### src/design/hcbd_pkg.sv
// Shared types, constants and helpers for the HTTP chunked body decoder.
package hcbd_pkg;

    localparam int SIZE_BITS  = 24;
    localparam int POS_BITS   = 32;
    localparam int BYTE_BITS  = 8;
    localparam int KIND_BITS  = 3;
    localparam int S_DATA_W   = 8;
    localparam int S_USER_W   = 1;
    localparam int M_DATA_W   = BYTE_BITS + POS_BITS;
    localparam int M_USER_W   = KIND_BITS;

    localparam logic [BYTE_BITS-1:0] CH_CR    = 8'h0D;
    localparam logic [BYTE_BITS-1:0] CH_LF    = 8'h0A;
    localparam logic [BYTE_BITS-1:0] CH_SPACE = 8'h20;
    localparam logic [BYTE_BITS-1:0] CH_TAB   = 8'h09;

    typedef enum logic [2:0] {
        PH_LWS     = 3'd0,
        PH_HEX     = 3'd1,
        PH_REST    = 3'd2,
        PH_DATA    = 3'd3,
        PH_CR      = 3'd4,
        PH_LF      = 3'd5,
        PH_TRAILER = 3'd6,
        PH_DONE    = 3'd7
    } phase_t;

    typedef enum logic [KIND_BITS-1:0] {
        K_NONE    = 3'd0,
        K_DATA    = 3'd1,
        K_FINISH  = 3'd2,
        K_ERROR   = 3'd3,
        K_IGNORED = 3'd4
    } kind_t;

    typedef struct packed {
        phase_t               phase;
        logic [SIZE_BITS-1:0] size_left;
        logic                 saw_digit;
        logic                 last_was_cr;
        logic [POS_BITS-1:0]  position;
    } dec_state_t;

    typedef struct packed {
        kind_t                kind;
        logic [BYTE_BITS-1:0] data_byte;
        logic [POS_BITS-1:0]  consumed_count;
    } result_t;

    localparam dec_state_t STATE_CLEAR = '{
        phase:       PH_LWS,
        size_left:   '0,
        saw_digit:   1'b0,
        last_was_cr: 1'b0,
        position:    '0
    };

    // {is_hex, nibble}
    function automatic logic [4:0] hex_decode(input logic [BYTE_BITS-1:0] c);
        logic [4:0] r;
        r = 5'd0;
        if (c inside {[8'h30:8'h39]}) begin
            r = {1'b1, c[3:0]};
        end else if (c inside {[8'h61:8'h66], [8'h41:8'h46]}) begin
            r = {1'b1, c[3:0] + 4'd9};
        end
        return r;
    endfunction

endpackage

### src/design/http_chunked_body_decoder.sv
// Top level of the HTTP chunked body decoder: stream ports, state and offset registers.
//
//  channel  | direction | payload
//  ---------+-----------+-------------------------------------------------------
//  s_       | in        | tdata[7:0] in_byte; tuser[0] restart
//  m_       | out       | tdata[7:0] data_byte, [39:8] consumed_count; tuser[2:0] kind
//  cfg_     | in        | cfg_data[31:0] start_offset
//
// One byte per cycle is taken while s_tready is high; its result reaches m_ through the result
// register or the skid entry. The decoder state is updated in the same cycle a byte is taken.
// aresetn (synchronous) clears the decoder state, start_offset and the output stage.
// With m_tready low, one further byte is held in the skid entry before s_tready drops.
module http_chunked_body_decoder (
    input  logic                               aclk,
    input  logic                               aresetn,
    input  logic                               s_tvalid,
    output logic                               s_tready,
    input  logic [hcbd_pkg::S_DATA_W-1:0]      s_tdata,   // [7:0] in_byte
    input  logic [hcbd_pkg::S_USER_W-1:0]      s_tuser,   // [0] restart
    output logic                               m_tvalid,
    input  logic                               m_tready,
    output logic [hcbd_pkg::M_DATA_W-1:0]      m_tdata,   // [7:0] data_byte, [39:8] consumed_count
    output logic [hcbd_pkg::M_USER_W-1:0]      m_tuser,   // [2:0] kind
    input  logic                               cfg_valid,
    output logic                               cfg_ready,
    input  logic [hcbd_pkg::POS_BITS-1:0]      cfg_data
);
    import hcbd_pkg::*;

    dec_state_t          state_reg, state_next;
    logic [POS_BITS-1:0] offset_reg;
    result_t             step_res;
    result_t             out_res;
    logic                s_xfer;

    assign cfg_ready = 1'b1;
    assign s_xfer    = s_tvalid && s_tready;

    // decode step, pure logic
    hcbd_step u_step (
        .state_i        (state_reg),
        .in_byte_i      (s_tdata[BYTE_BITS-1:0]),
        .restart_i      (s_tuser[0]),
        .start_offset_i (offset_reg),
        .state_o        (state_next),
        .result_o       (step_res)
    );

    // decoder state advances only on an accepted transaction
    always_ff @(posedge aclk) begin
        if (!aresetn) begin
            state_reg <= STATE_CLEAR;
        end else if (s_xfer) begin
            state_reg <= state_next;
        end
    end

    always_ff @(posedge aclk) begin
        if (!aresetn) begin
            offset_reg <= '0;
        end else if (cfg_valid && cfg_ready) begin
            offset_reg <= cfg_data;
        end
    end

    // result register plus skid entry
    hcbd_out_buf u_out_buf (
        .aclk        (aclk),
        .aresetn     (aresetn),
        .push_i      (s_xfer),
        .push_data_i (step_res),
        .ready_o     (s_tready),
        .valid_o     (m_tvalid),
        .pop_ready_i (m_tready),
        .data_o      (out_res)
    );

    assign m_tdata = {out_res.consumed_count, out_res.data_byte};
    assign m_tuser = out_res.kind;

    // after every accepted byte, m_tvalid is high on the next cycle
    a_result_follows: assert property (@(posedge aclk) disable iff (!aresetn)
        s_xfer |=> m_tvalid)
        else $error("no result after accepted transaction");

    // data bytes only come out of the data phase, with zero data otherwise
    a_data_zero: assert property (@(posedge aclk) disable iff (!aresetn)
        (m_tvalid && m_tuser != K_DATA) |-> (m_tdata[BYTE_BITS-1:0] == '0))
        else $error("data byte set on non-data result");

    // once finished or failed, only ignored results until restart
    a_done_sticky: assert property (@(posedge aclk) disable iff (!aresetn)
        (s_xfer && state_reg.phase == PH_DONE && !s_tuser[0]) |=> (state_reg.phase == PH_DONE))
        else $error("left done phase without restart");

endmodule

### src/design/hcbd_step.sv
// Per-byte decode step: next decoder state and result from one input byte.
module hcbd_step (
    input  hcbd_pkg::dec_state_t              state_i,
    input  logic [hcbd_pkg::BYTE_BITS-1:0]    in_byte_i,
    input  logic                              restart_i,
    input  logic [hcbd_pkg::POS_BITS-1:0]     start_offset_i,
    output hcbd_pkg::dec_state_t              state_o,
    output hcbd_pkg::result_t                 result_o
);
    import hcbd_pkg::*;

    dec_state_t           eff;
    logic                 is_hex;
    logic [3:0]           nib;
    logic                 line_end;
    logic                 size_ovf;
    logic [SIZE_BITS-1:0] size_dec;

    always_comb begin
        eff      = restart_i ? STATE_CLEAR : state_i;
        {is_hex, nib} = hex_decode(in_byte_i);
        line_end = (in_byte_i == CH_LF) && eff.last_was_cr;
        size_ovf = (eff.size_left[SIZE_BITS-1 -: 4] != 4'd0);
        size_dec = eff.size_left - SIZE_BITS'(1);
    end

    // next state
    always_comb begin
        state_o = eff;
        if (eff.phase != PH_DONE) begin
            state_o.position = eff.position + POS_BITS'(1);
            case (eff.phase)
                PH_LWS, PH_HEX, PH_REST, PH_TRAILER: begin
                    if (line_end) begin
                        state_o.last_was_cr = 1'b0;
                        if (eff.phase == PH_TRAILER || !eff.saw_digit) begin
                            state_o.phase = PH_DONE;
                        end else if (eff.size_left == '0) begin
                            state_o.phase = PH_TRAILER;
                        end else begin
                            state_o.phase = PH_DATA;
                        end
                    end else begin
                        state_o.last_was_cr = (in_byte_i == CH_CR);
                        if (eff.phase == PH_LWS) begin
                            if (in_byte_i == CH_SPACE || in_byte_i == CH_TAB) begin
                                state_o.phase = PH_LWS;
                            end else if (is_hex) begin
                                state_o.size_left = SIZE_BITS'(nib);
                                state_o.saw_digit = 1'b1;
                                state_o.phase     = PH_HEX;
                            end else begin
                                state_o.phase = PH_REST;
                            end
                        end else if (eff.phase == PH_HEX) begin
                            if (is_hex) begin
                                if (size_ovf) begin
                                    state_o.phase = PH_DONE;
                                end else begin
                                    state_o.size_left = {eff.size_left[SIZE_BITS-5:0], nib};
                                end
                            end else begin
                                state_o.phase = PH_REST;
                            end
                        end
                    end
                end
                PH_DATA: begin
                    state_o.size_left = size_dec;
                    if (size_dec == '0) state_o.phase = PH_CR;
                end
                PH_CR: begin
                    state_o.phase = (in_byte_i == CH_CR) ? PH_LF : PH_DONE;
                end
                PH_LF: begin
                    if (in_byte_i == CH_LF) begin
                        state_o.phase       = PH_LWS;
                        state_o.size_left   = '0;
                        state_o.saw_digit   = 1'b0;
                        state_o.last_was_cr = 1'b0;
                    end else begin
                        state_o.phase = PH_DONE;
                    end
                end
                default: state_o.phase = PH_DONE;
            endcase
        end
    end

    // result
    always_comb begin
        result_o.kind           = K_NONE;
        result_o.data_byte      = '0;
        result_o.consumed_count = start_offset_i + state_o.position;
        case (eff.phase)
            PH_DONE: result_o.kind = K_IGNORED;
            PH_LWS, PH_HEX, PH_REST, PH_TRAILER: begin
                if (line_end) begin
                    if (eff.phase == PH_TRAILER) begin
                        result_o.kind = K_FINISH;
                    end else if (!eff.saw_digit) begin
                        result_o.kind = K_ERROR;
                    end
                end else if (eff.phase == PH_HEX && is_hex && size_ovf) begin
                    result_o.kind = K_ERROR;
                end
            end
            PH_DATA: begin
                result_o.kind      = K_DATA;
                result_o.data_byte = in_byte_i;
            end
            PH_CR: if (in_byte_i != CH_CR) result_o.kind = K_ERROR;
            PH_LF: if (in_byte_i != CH_LF) result_o.kind = K_ERROR;
            default: result_o.kind = K_NONE;
        endcase
    end

endmodule

### src/design/hcbd_out_buf.sv
// Result register with a skid entry, so the input side can take one more result under stall.
module hcbd_out_buf (
    input  logic               aclk,
    input  logic               aresetn,
    input  logic               push_i,
    input  hcbd_pkg::result_t  push_data_i,
    output logic               ready_o,
    output logic               valid_o,
    input  logic               pop_ready_i,
    output hcbd_pkg::result_t  data_o
);
    import hcbd_pkg::*;

    logic    main_v_reg, main_v_next;
    logic    skid_v_reg, skid_v_next;
    result_t main_reg,   main_next;
    result_t skid_reg,   skid_next;
    logic    pop;

    assign pop     = main_v_reg && pop_ready_i;
    assign ready_o = !skid_v_reg;
    assign valid_o = main_v_reg;
    assign data_o  = main_reg;

    always_comb begin
        main_v_next = main_v_reg;
        skid_v_next = skid_v_reg;
        main_next   = main_reg;
        skid_next   = skid_reg;
        if (pop || !main_v_reg) begin
            if (skid_v_reg) begin
                main_next   = skid_reg;
                main_v_next = 1'b1;
                skid_v_next = 1'b0;
            end else begin
                main_next   = push_data_i;
                main_v_next = push_i;
            end
        end else if (push_i) begin
            skid_next   = push_data_i;
            skid_v_next = 1'b1;
        end
    end

    always_ff @(posedge aclk) begin
        if (!aresetn) begin
            main_v_reg <= 1'b0;
            skid_v_reg <= 1'b0;
        end else begin
            main_v_reg <= main_v_next;
            skid_v_reg <= skid_v_next;
        end
    end

    always_ff @(posedge aclk) begin
        main_reg <= main_next;
        skid_reg <= skid_next;
    end

endmodule
### config.mk
export PLATFORM = sky130hd
export DESIGN_NAME = http_chunked_body_decoder
export DESIGN_NICKNAME = d
export VERILOG_FILES = /design/src/design/hcbd_pkg.sv /design/src/design/http_chunked_body_decoder.sv /design/src/design/hcbd_step.sv /design/src/design/hcbd_out_buf.sv
export SDC_FILE = /design/constraint.sdc
export NUM_CORES = 1
export LEC_CHECK = 0
export ABC_CLOCK_PERIOD_IN_PS = 5200
export BUFFER_PORTS_ARGS = -buffer_cell sky130_fd_sc_hd__clkbuf_2
export CORE_AREA = 2 2 152 154
export CTS_CLUSTER_DIAMETER = 40
export DETAILED_ROUTE_END_ITERATION = 6
export DIE_AREA = 0 0 154 156
export PLACE_DENSITY = 0.76
export SKIP_CTS_REPAIR_TIMING = 1
export SLEW_MARGIN = 20
export SYNTH_ARGS = -nofsm -noshare
export SYNTH_HDL_FRONTEND = slang
export SYNTH_SLANG_ARGS = --single-unit
### constraint.sdc
create_clock -name aclk -period 5.2 [get_ports aclk]
set_input_delay 0.26 -clock aclk [delete_from_list [all_inputs] [get_ports aclk]]
set_output_delay 0.26 -clock aclk [all_outputs]
set_load 0.01 [all_outputs]
======== Word level (Yosys, flattened, before mapping) ========
Cells that the tools add are included.
word-level totals
  flip-flop bits (word level) ............. 181
  bits of input ports ..................... 46
  output and inout port bits .............. 46
  logic and storage cells ................. 99
cells by class
  $add $sub $neg .......................... 4
  $lt $le $gt $ge ......................... 6
  eq/ne operators ......................... 14
  multiplexer cells ....................... 37
  bitwise logic cells ..................... 2
  reduce and logical (&&, ||, !) cells .... 22
operator list
  kind                                                                              number
  61-bit two-way mux                                                                2
  25-bit two-way mux                                                                3
  24-bit case mux with 3 select lines                                               1
  27-bit two-way mux                                                                2
  24-bit zero test                                                                  2
  24-bit two-way mux                                                                2
  43-bit two-way mux                                                                1
  32-bit by 1-bit adder with 32-bit output, second input constant                   1
  32-bit adder                                                                      1
  3-bit two-way mux                                                                 10
  26-bit two-way mux                                                                1
  8-bit by 4-bit == test with 1-bit output, second input constant                   3
  24-bit by 1-bit subtractor with 24-bit output, second input constant              1
  8-bit by 7-bit >= comparator with 1-bit output, second input constant             2
  8-bit by 7-bit less-or-equal comparator with 1-bit output, second input constant  2
  8-bit by 4-bit != test with 1-bit output, second input constant                   2
  3-bit case mux with 5 select lines                                                1
  3-bit == test, second input constant                                              4
  2-bit two-way mux                                                                 6
  3-bit case mux with 4 select lines                                                1
  5-bit two-way mux                                                                 2
  8-bit by 6-bit == test with 1-bit output, second input constant                   1
  8-bit by 6-bit >= comparator with 1-bit output, second input constant             1
  8-bit by 6-bit less-or-equal comparator with 1-bit output, second input constant  1
  17 further kinds                                                                  32

======== Depth between registers and ports, before layout ========
Gate-level depths: netlist (run 1).
  depth after elaboration ................. 14
  depth in mapped cells ................... 21
  depth with buffers taken out ............ 17

======== Cells and area by module ========
Synthesis (run 1) repeated with hierarchy kept, for this count alone.
second synthesis, totals
  cells, all modules ...................... 1213
  area, all modules ....................... 11634.9 um2
by module, submodules not included
  module                     times used  cells each  area an instance (um2)  sequential area each (um2)
  hcbd_step                  1           685         4386.7                  0.0
  http_chunked_body_decoder  1           385         3863.7                  1861.8
  hcbd_out_buf               1           143         3384.5                  2622.5

======== Worst setup path before layout (run 1) ========
Ideal clock, no wire load.
  path type ............................... input to register
  start ................................... input port s_tuser
  end ..................................... register u_out_buf.main_reg, in the netlist u_out_buf.data_o[31] (data pin)
  setup time .............................. 0.260 ns
  arrival ................................. 4.213 ns
  data required time ...................... 4.940 ns
  path slack .............................. 0.728 ns
  stages .................................. 21
  buffers on the path ..................... 5
  cell sequence ........................... buf_6 clkbuf_1 clkbuf_1 buf_1 nor2b_1 ha_1 nand3_1 nor4_2 nand3_1 xor2_1 nor2_1 ha_1 clkbuf_1 nand4_1 inv_1 nand3_1 a211o_1 a211oi_1 o31ai_1 xnor2_1 mux2_2
RTL lines
  what                  line                             RTL
  start, declared       http_chunked_body_decoder.sv:19  input logic [hcbd_pkg::S_USER_W-1:0] s_tuser,
  end signal, assigned  hcbd_out_buf.sv:56               main_reg <= main_next;
  end, declared         hcbd_out_buf.sv:16               result_t main_reg, main_next;

==> results.yml, run 1 <==
logic_synthesis:
  ys_types: 79
  synth_area_sq_um: 11000
  syn_inst: 1257
  synth-seq-cells: 181
  yosys_warnings: 0
  synth_ff_type: "dfxtp_1"
  ys_async_sr_fraction_pct: 0
  syn_area_per_cell_sq_um: 8.74
  syn-num-nets: 1343
  ys_seq_area_share_pct: 40.8
  synth_edf_count: 86
global_route:
  grt_antenna_before_repair: 0
  grt_overflow: 0
  grt_max_degree: 54
  grt_usage_pct: 22.8
  grt_pass1_vias: 9046
  grt_pass1_wl_mm: 44.8
sta:
  setup_viol: 0
  slew_violations: 0
  worst_slack_ns: 0.543
  skew_ns: 0.00853
  holdWs_ns: 0.0585
  worst_slew_pin_slew_ns: 1.06
  max_freq_ghz: 0.215
  max_slew_margin_pct: 29.3
  finalCritPeriodShare_pct: 89.6
  fin_setup_tns_ns: 0
  rsz0062_at_grt: "false"
  finalHoldViolations: 0
  period_minus_slack_ns: 4.66
critical_path:
  cp-start-kind: "flop"
  crit_path_end_kind: "flop"
  path_class: "reg2reg"
  ff2ff_setup_slack_ns: 0.54
  required_ns: 5.38
  critPathArrivalTime_ns: 4.84
  critPathMaxFanout: 15
floorplan:
  die_area_sq_um: 24000
  rows: 55
  core-area_sq_um: 22400
  die_h_microns: 156
  initial_core_util_pct: 49.1
  dieWidth_microns: 154
  num_io_pins: 92
status:
  run_status: "finished clean"
detailed_routing:
  wire_per_inst_microns: 17.2
  finalWirelength_mm: 27.4
  drt-initial-drc-count: 831
  drc: 0
  vias: 9503
  viasPerCell: 5.96
  first_pass_iters: 6
  ant_nets: 0
placed_design:
  port_buffers: 90
  place_congestion: 0.914
  dpl_worst_slack_ns: 0.582
  placed_cells: 1563
  dpl_cell_area_sq_um: 11600
  hpwlAfterDp_mm: 18.7
layout:
  antenna_cells: 0
  fin_nets: 1383
  stdcell_count: 1595
  postLayoutCellArea_sq_um: 12200
  drive_above_1_share_pct: 14.1
  syn_to_final_growth_pct: 10.7
  nFillCells: 2013
  largest_reg_flops: 61
cts:
  clk_pin_slew_worst_paths_ns: 0.07
  cts_max_level: 4
  clk_latency_ns: 0.44
  clockRootBuffer: "clkbuf_16"
  cts_inserted_buffers: 17
  cts_tree: "done"
  clock_sink_count: 181
  clockBufferDepth: 2
run:
  drv_cap: 0
pwr:
  p_per_area_nw_per_um2: 278
  max-vdd-ir-drop_uv: 204
  leakagePower_nw: 4.88
min_path:
  hold_class: "in2reg"
[metrics by stage]
stage,power [W],utilization (%)
after floorplan,0.00196,-
after global placement,0.00209,51.8
after detailed placement,0.00210,51.8
after CTS,0.00340,54.4
after global routing,0.00351,54.4
final,0.00338,54.4
[worst max-delay path, stage by stage (launching register included)]
cell and delay [ns]:
dfxtp_1 0.60, nor2b_1 0.23, nand3_1 0.29, inv_1 0.28, xnor2_1 0.18, ha_1 0.26
fa_1 0.40, a21oi_1 0.24, o21ai_0 0.21, a32oi_1 0.42, a211oi_1 0.18, nor3_1 0.44
o21ai_0 0.19, xor2_1 0.18, mux2_2 0.28
[synthesized netlist by cell type, types with 31 or more instances]
cell | instances | share of area [%]
a21oi_1 | 88 | 4.0
a22oi_1 | 31 | 2.1
clkbuf_1 | 68 | 2.3
dfxtp_1 | 95 | 17
edfxtp_1 | 86 | 24
ha_1 | 39 | 4.4
mux2i_1 | 34 | 3.1
nand2_1 | 146 | 5.0
nor2_1 | 152 | 5.2
nor3_1 | 42 | 1.9
o21ai_0 | 69 | 3.1
xnor2_1 | 48 | 3.8
[routing by layer]
layer / up-vias / GRT usage [%] / routed length, microns
met5: - / 0 / 0
met4: 0 / 9.08 / 665
met3: 57 / 4.06 / 1450
met2: 317 / 39.0 / 13300
met1: 4498 / 28.7 / 12000
li1: 4631 / - / -
[cell type report]
class	count	area [sq um]	area share [%]
multi-input cells	965	6080	50.0
clock inverters	14	154	1.27
inverters	28	105	0.864
flip-flops and latches	181	4480	36.9
well taps	285	357	2.93
clock buffers	18	429	3.53
repair buffers	104	556	4.57
[report_power, final]
group | switching [W] | internal [W] | total (W)
Combinational | 0.000285 | 0.000173 | 0.000458
Clock | 0.000587 | 0.000715 | 0.00130
Sequential | 0.0000476 | 0.00157 | 0.00162
Total | 0.000919 | 0.00246 | 0.00338
[kinds of logic (layout without fill, tap and decap cells)]
group	count (synthesis)	after routing	synth area share [%]
AND/OR/NAND/NOR	484	484	21.1
AO/OA/AOI/OAI	310	310	18.1
flip-flops	181	181	40.8
buffers and inverters	111	164	4.01
XOR/XNOR	69	69	5.50
multiplexers	61	61	5.86
adder cells (fa/ha/maj)	40	40	4.62
other	1	1	0.0341
[placed cells by master (no fill, tap or decap), types with 14 or more instances in the layout]
| cell | synthesis | final |
|---|---|---|
| nand2_1 | 146 | 146 |
| xor2_1 | 21 | 21 |
| dfxtp_1 | 95 | 95 |
| buf_4 | 1 | 14 |
| ha_1 | 39 | 39 |
| nor2_1 | 152 | 151 |
| mux2i_1 | 34 | 34 |
| mux2_2 | 27 | 27 |
| inv_1 | 26 | 26 |
| xnor2_1 | 48 | 48 |
| a21o_1 | 16 | 16 |
| nor3_1 | 42 | 42 |
| a31oi_1 | 14 | 14 |
| o21ai_0 | 69 | 69 |
| clkbuf_2 | 0 | 90 |
| nor2b_1 | 18 | 17 |
| edfxtp_1 | 86 | 86 |
| a22oi_1 | 31 | 31 |
| clkbuf_16 | 0 | 17 |
| nand3_1 | 29 | 29 |
| a21oi_1 | 88 | 88 |
[final timing paths]
kind | to | start | cells past startpoint
worst min register to register | state_reg[25]$_SDFFE_PN0P_ | state_reg[25]$_SDFFE_PN0P_ | 2
worst max-delay path | u_out_buf.data_o[30]$_DFFE_PP_ | state_reg[60]$_SDFFE_PN0P_ | 14
worst max register to register | u_out_buf.data_o[30]$_DFFE_PP_ | state_reg[60]$_SDFFE_PN0P_ | 14
worst min-delay path | offset_reg[11]$_SDFFE_PN0P_ | cfg_data[11] | 3
(Power assumes the default switching activity.)
==> run 2: changes to the inputs <==
CORE_AREA = 2 2 145 147   (was 2 2 152 154)
DIE_AREA = 0 0 147 149   (was 0 0 154 156)
PLACE_DENSITY = 0.81   (was 0.76)
==> run 2 against run 1 <==
  * Count of clock-buffer cells in the layout shrank 1
  * Cell area is essentially flat
  * Sequential power is essentially flat
  * Power grew 1.5%
  * Fmax shrank 2.5%
  * Critical endpoint is now u_out_buf.data_o[29]$_DFFE_PP_
  * Largest cell class unchanged
  * Largest power group unchanged
  * Highest routed layer unchanged
==> results.yml, run 2 (synthesized netlist as in run 1, its figures left out) <==
sta:
  finalHoldViolations: 0
  fin_setup_tns_ns: 0
  skew_ns: 0.00975
  setup_viol: 0
  rsz0062_at_grt: "false"
  worst_slew_pin_slew_ns: 1.06
  max_freq_ghz: 0.209
  period_minus_slack_ns: 4.78
  max_slew_margin_pct: 29.0
  slew_violations: 0
  finalCritPeriodShare_pct: 91.9
placed_design:
  place_congestion: 0.922
  hpwlAfterDp_mm: 18.8
  placed_cells: 1552
  port_buffers: 90
layout:
  final_common_cell: "nor2_1"
  syn_to_final_growth_pct: 10.7
  nFillCells: 1769
  final_core_util_pct: 59.2
  antenna_cells: 0
  stdcell_count: 1584
  fin_nets: 1382
  largest_reg_flops: 61
  drive_above_1_share_pct: 14.2
  final_cell_mix: "151 x nor2_1, 146 x nand2_1, 95 x dfxtp_1"
cts:
  clockBufferDepth: 2
  clk_pin_slew_worst_paths_ns: 0.07
  cts_tree: "done"
  clockRootBuffer: "clkbuf_16"
  cts_max_level: 4
  cts_inserted_buffers: 17
  clk_latency_ns: 0.44
  clock_sink_count: 181
detailed_routing:
  drt-initial-drc-count: 949
  wire_per_inst_microns: 17.6
  dr_wl_met2_mm: 13.7
  wl_met3_mm: 1.59
  ant_nets: 0
  viasPerCell: 6.06
  vias: 9593
  drc: 0
  top_layer: "met4"
  first_pass_iters: 5
  finalWirelength_mm: 27.8
  met1_length_mm: 11.8
critical_path:
  slowest_stage: "dfxtp_1"
  required_ns: 5.39
  slowest_delay_ns: 0.59
  cp_cell_sequence: "nor2b_1 -> nand3_1 -> inv_1 -> mux2_2 -> ha_1 -> a211oi_1 -> o31ai_1 -> o2111ai_1 -> a211o_1 -> a211oi_1 -> o31ai_1 -> xnor2_1 -> mux2_2"
  path_class: "reg2reg"
  worstReg2RegStart: "state_reg[60]$_SDFFE_PN0P_"
  crit_path_start: "state_reg[60]$_SDFFE_PN0P_"
  cp-start-kind: "flop"
  critPathMaxFanout: 15
  crit_path_end_kind: "flop"
  critPathArrivalTime_ns: 4.97
global_route:
  grt_overflow: 0
  grt_max_degree: 55
  grt_usage_pct: 25.6
  grt_pass1_wl_mm: 45.4
  grt_antenna_before_repair: 0
  grt_pass1_vias: 9141
pwr:
  leakagePower_nw: 4.89
  max-vdd-ir-drop_uv: 221
  p_per_area_nw_per_um2: 282
status:
  run_status: "finished clean"
floorplan:
  rows: 53
  initial_core_util_pct: 53.5
  die_area_sq_um: 21900
  num_io_pins: 92
  dieWidth_microns: 147
  die_h_microns: 149
  core-area_sq_um: 20600
run:
  drv_cap: 0
min_path:
  min_from: "cfg_data[10]"
  hold_class: "in2reg"
[run 2: cell count changes in the layout (fill, tap and decap cells not counted), sizes merged]
cell	change
inv	+5
clkinv	-4
clkbuf	-2
[run 2: area by class of cell]
type / instances / area (sq um) / area share [%]
repair buffers: 103 / 548 / 4.50
multi-input cells: 965 / 6080 / 49.9
clock buffers: 17 / 425 / 3.50
inverters: 28 / 105 / 0.864
flip-flops and latches: 181 / 4480 / 36.9
well taps: 275 / 344 / 2.83
clock inverters: 15 / 183 / 1.50
[run 2: path summary, 6_finish.rpt]
check	to	slack, ns	cells past startpoint
worst max-delay path	u_out_buf.data_o[29]$_DFFE_PP_	0.42	13
worst min-delay path	offset_reg[10]$_SDFFE_PN0P_	0.05	3
worst max register to register	u_out_buf.data_o[29]$_DFFE_PP_	0.42	13
worst min register to register	state_reg[25]$_SDFFE_PN0P_	0.49	2
[run 2: report_power, final]
part	total [W]	leakage, nW	internal, W	switching (W)
combinational	0.000463	2.95	0.000174	0.000289
clock	0.00135	0.297	0.000731	0.000617
sequential	0.00162	1.64	0.00157	0.0000469
[run 2: stage by stage]
step / cell area, sq um / worst slack, ns / power [W] / hold WS (ns)
floorplan: 11000 / 0.728 / 0.00196 / 0.407
global placement: 11600 / 0.685 / 0.00210 / 0.463
detailed placement: 11600 / 0.562 / 0.00211 / 0.476
CTS: 12200 / 0.511 / 0.00343 / 0.0486
global route: 12200 / 0.0923 / 0.00355 / 0.0705
finish: 12200 / 0.423 / 0.00343 / 0.0495
[run 2: worst max-delay path, delay by kind of cell (launching register included)]
| family | cells | cell delay, ns |
|---|---|---|
| compound gates | 6 | 2.02 |
| simple gates | 2 | 0.51 |
| mux | 2 | 0.69 |
| xor+xnor | 1 | 0.17 |
| fa+ha+maj | 1 | 0.30 |
| buf+inv | 1 | 0.26 |
| flops | 1 | 0.59 |
[run 2: layer usage]
layer	up-vias	global-route usage [%]
met3	52	3.70
met5	-	0
met1	4556	32.7
met4	0	9.47
li1	4625	-
met2	360	44.3
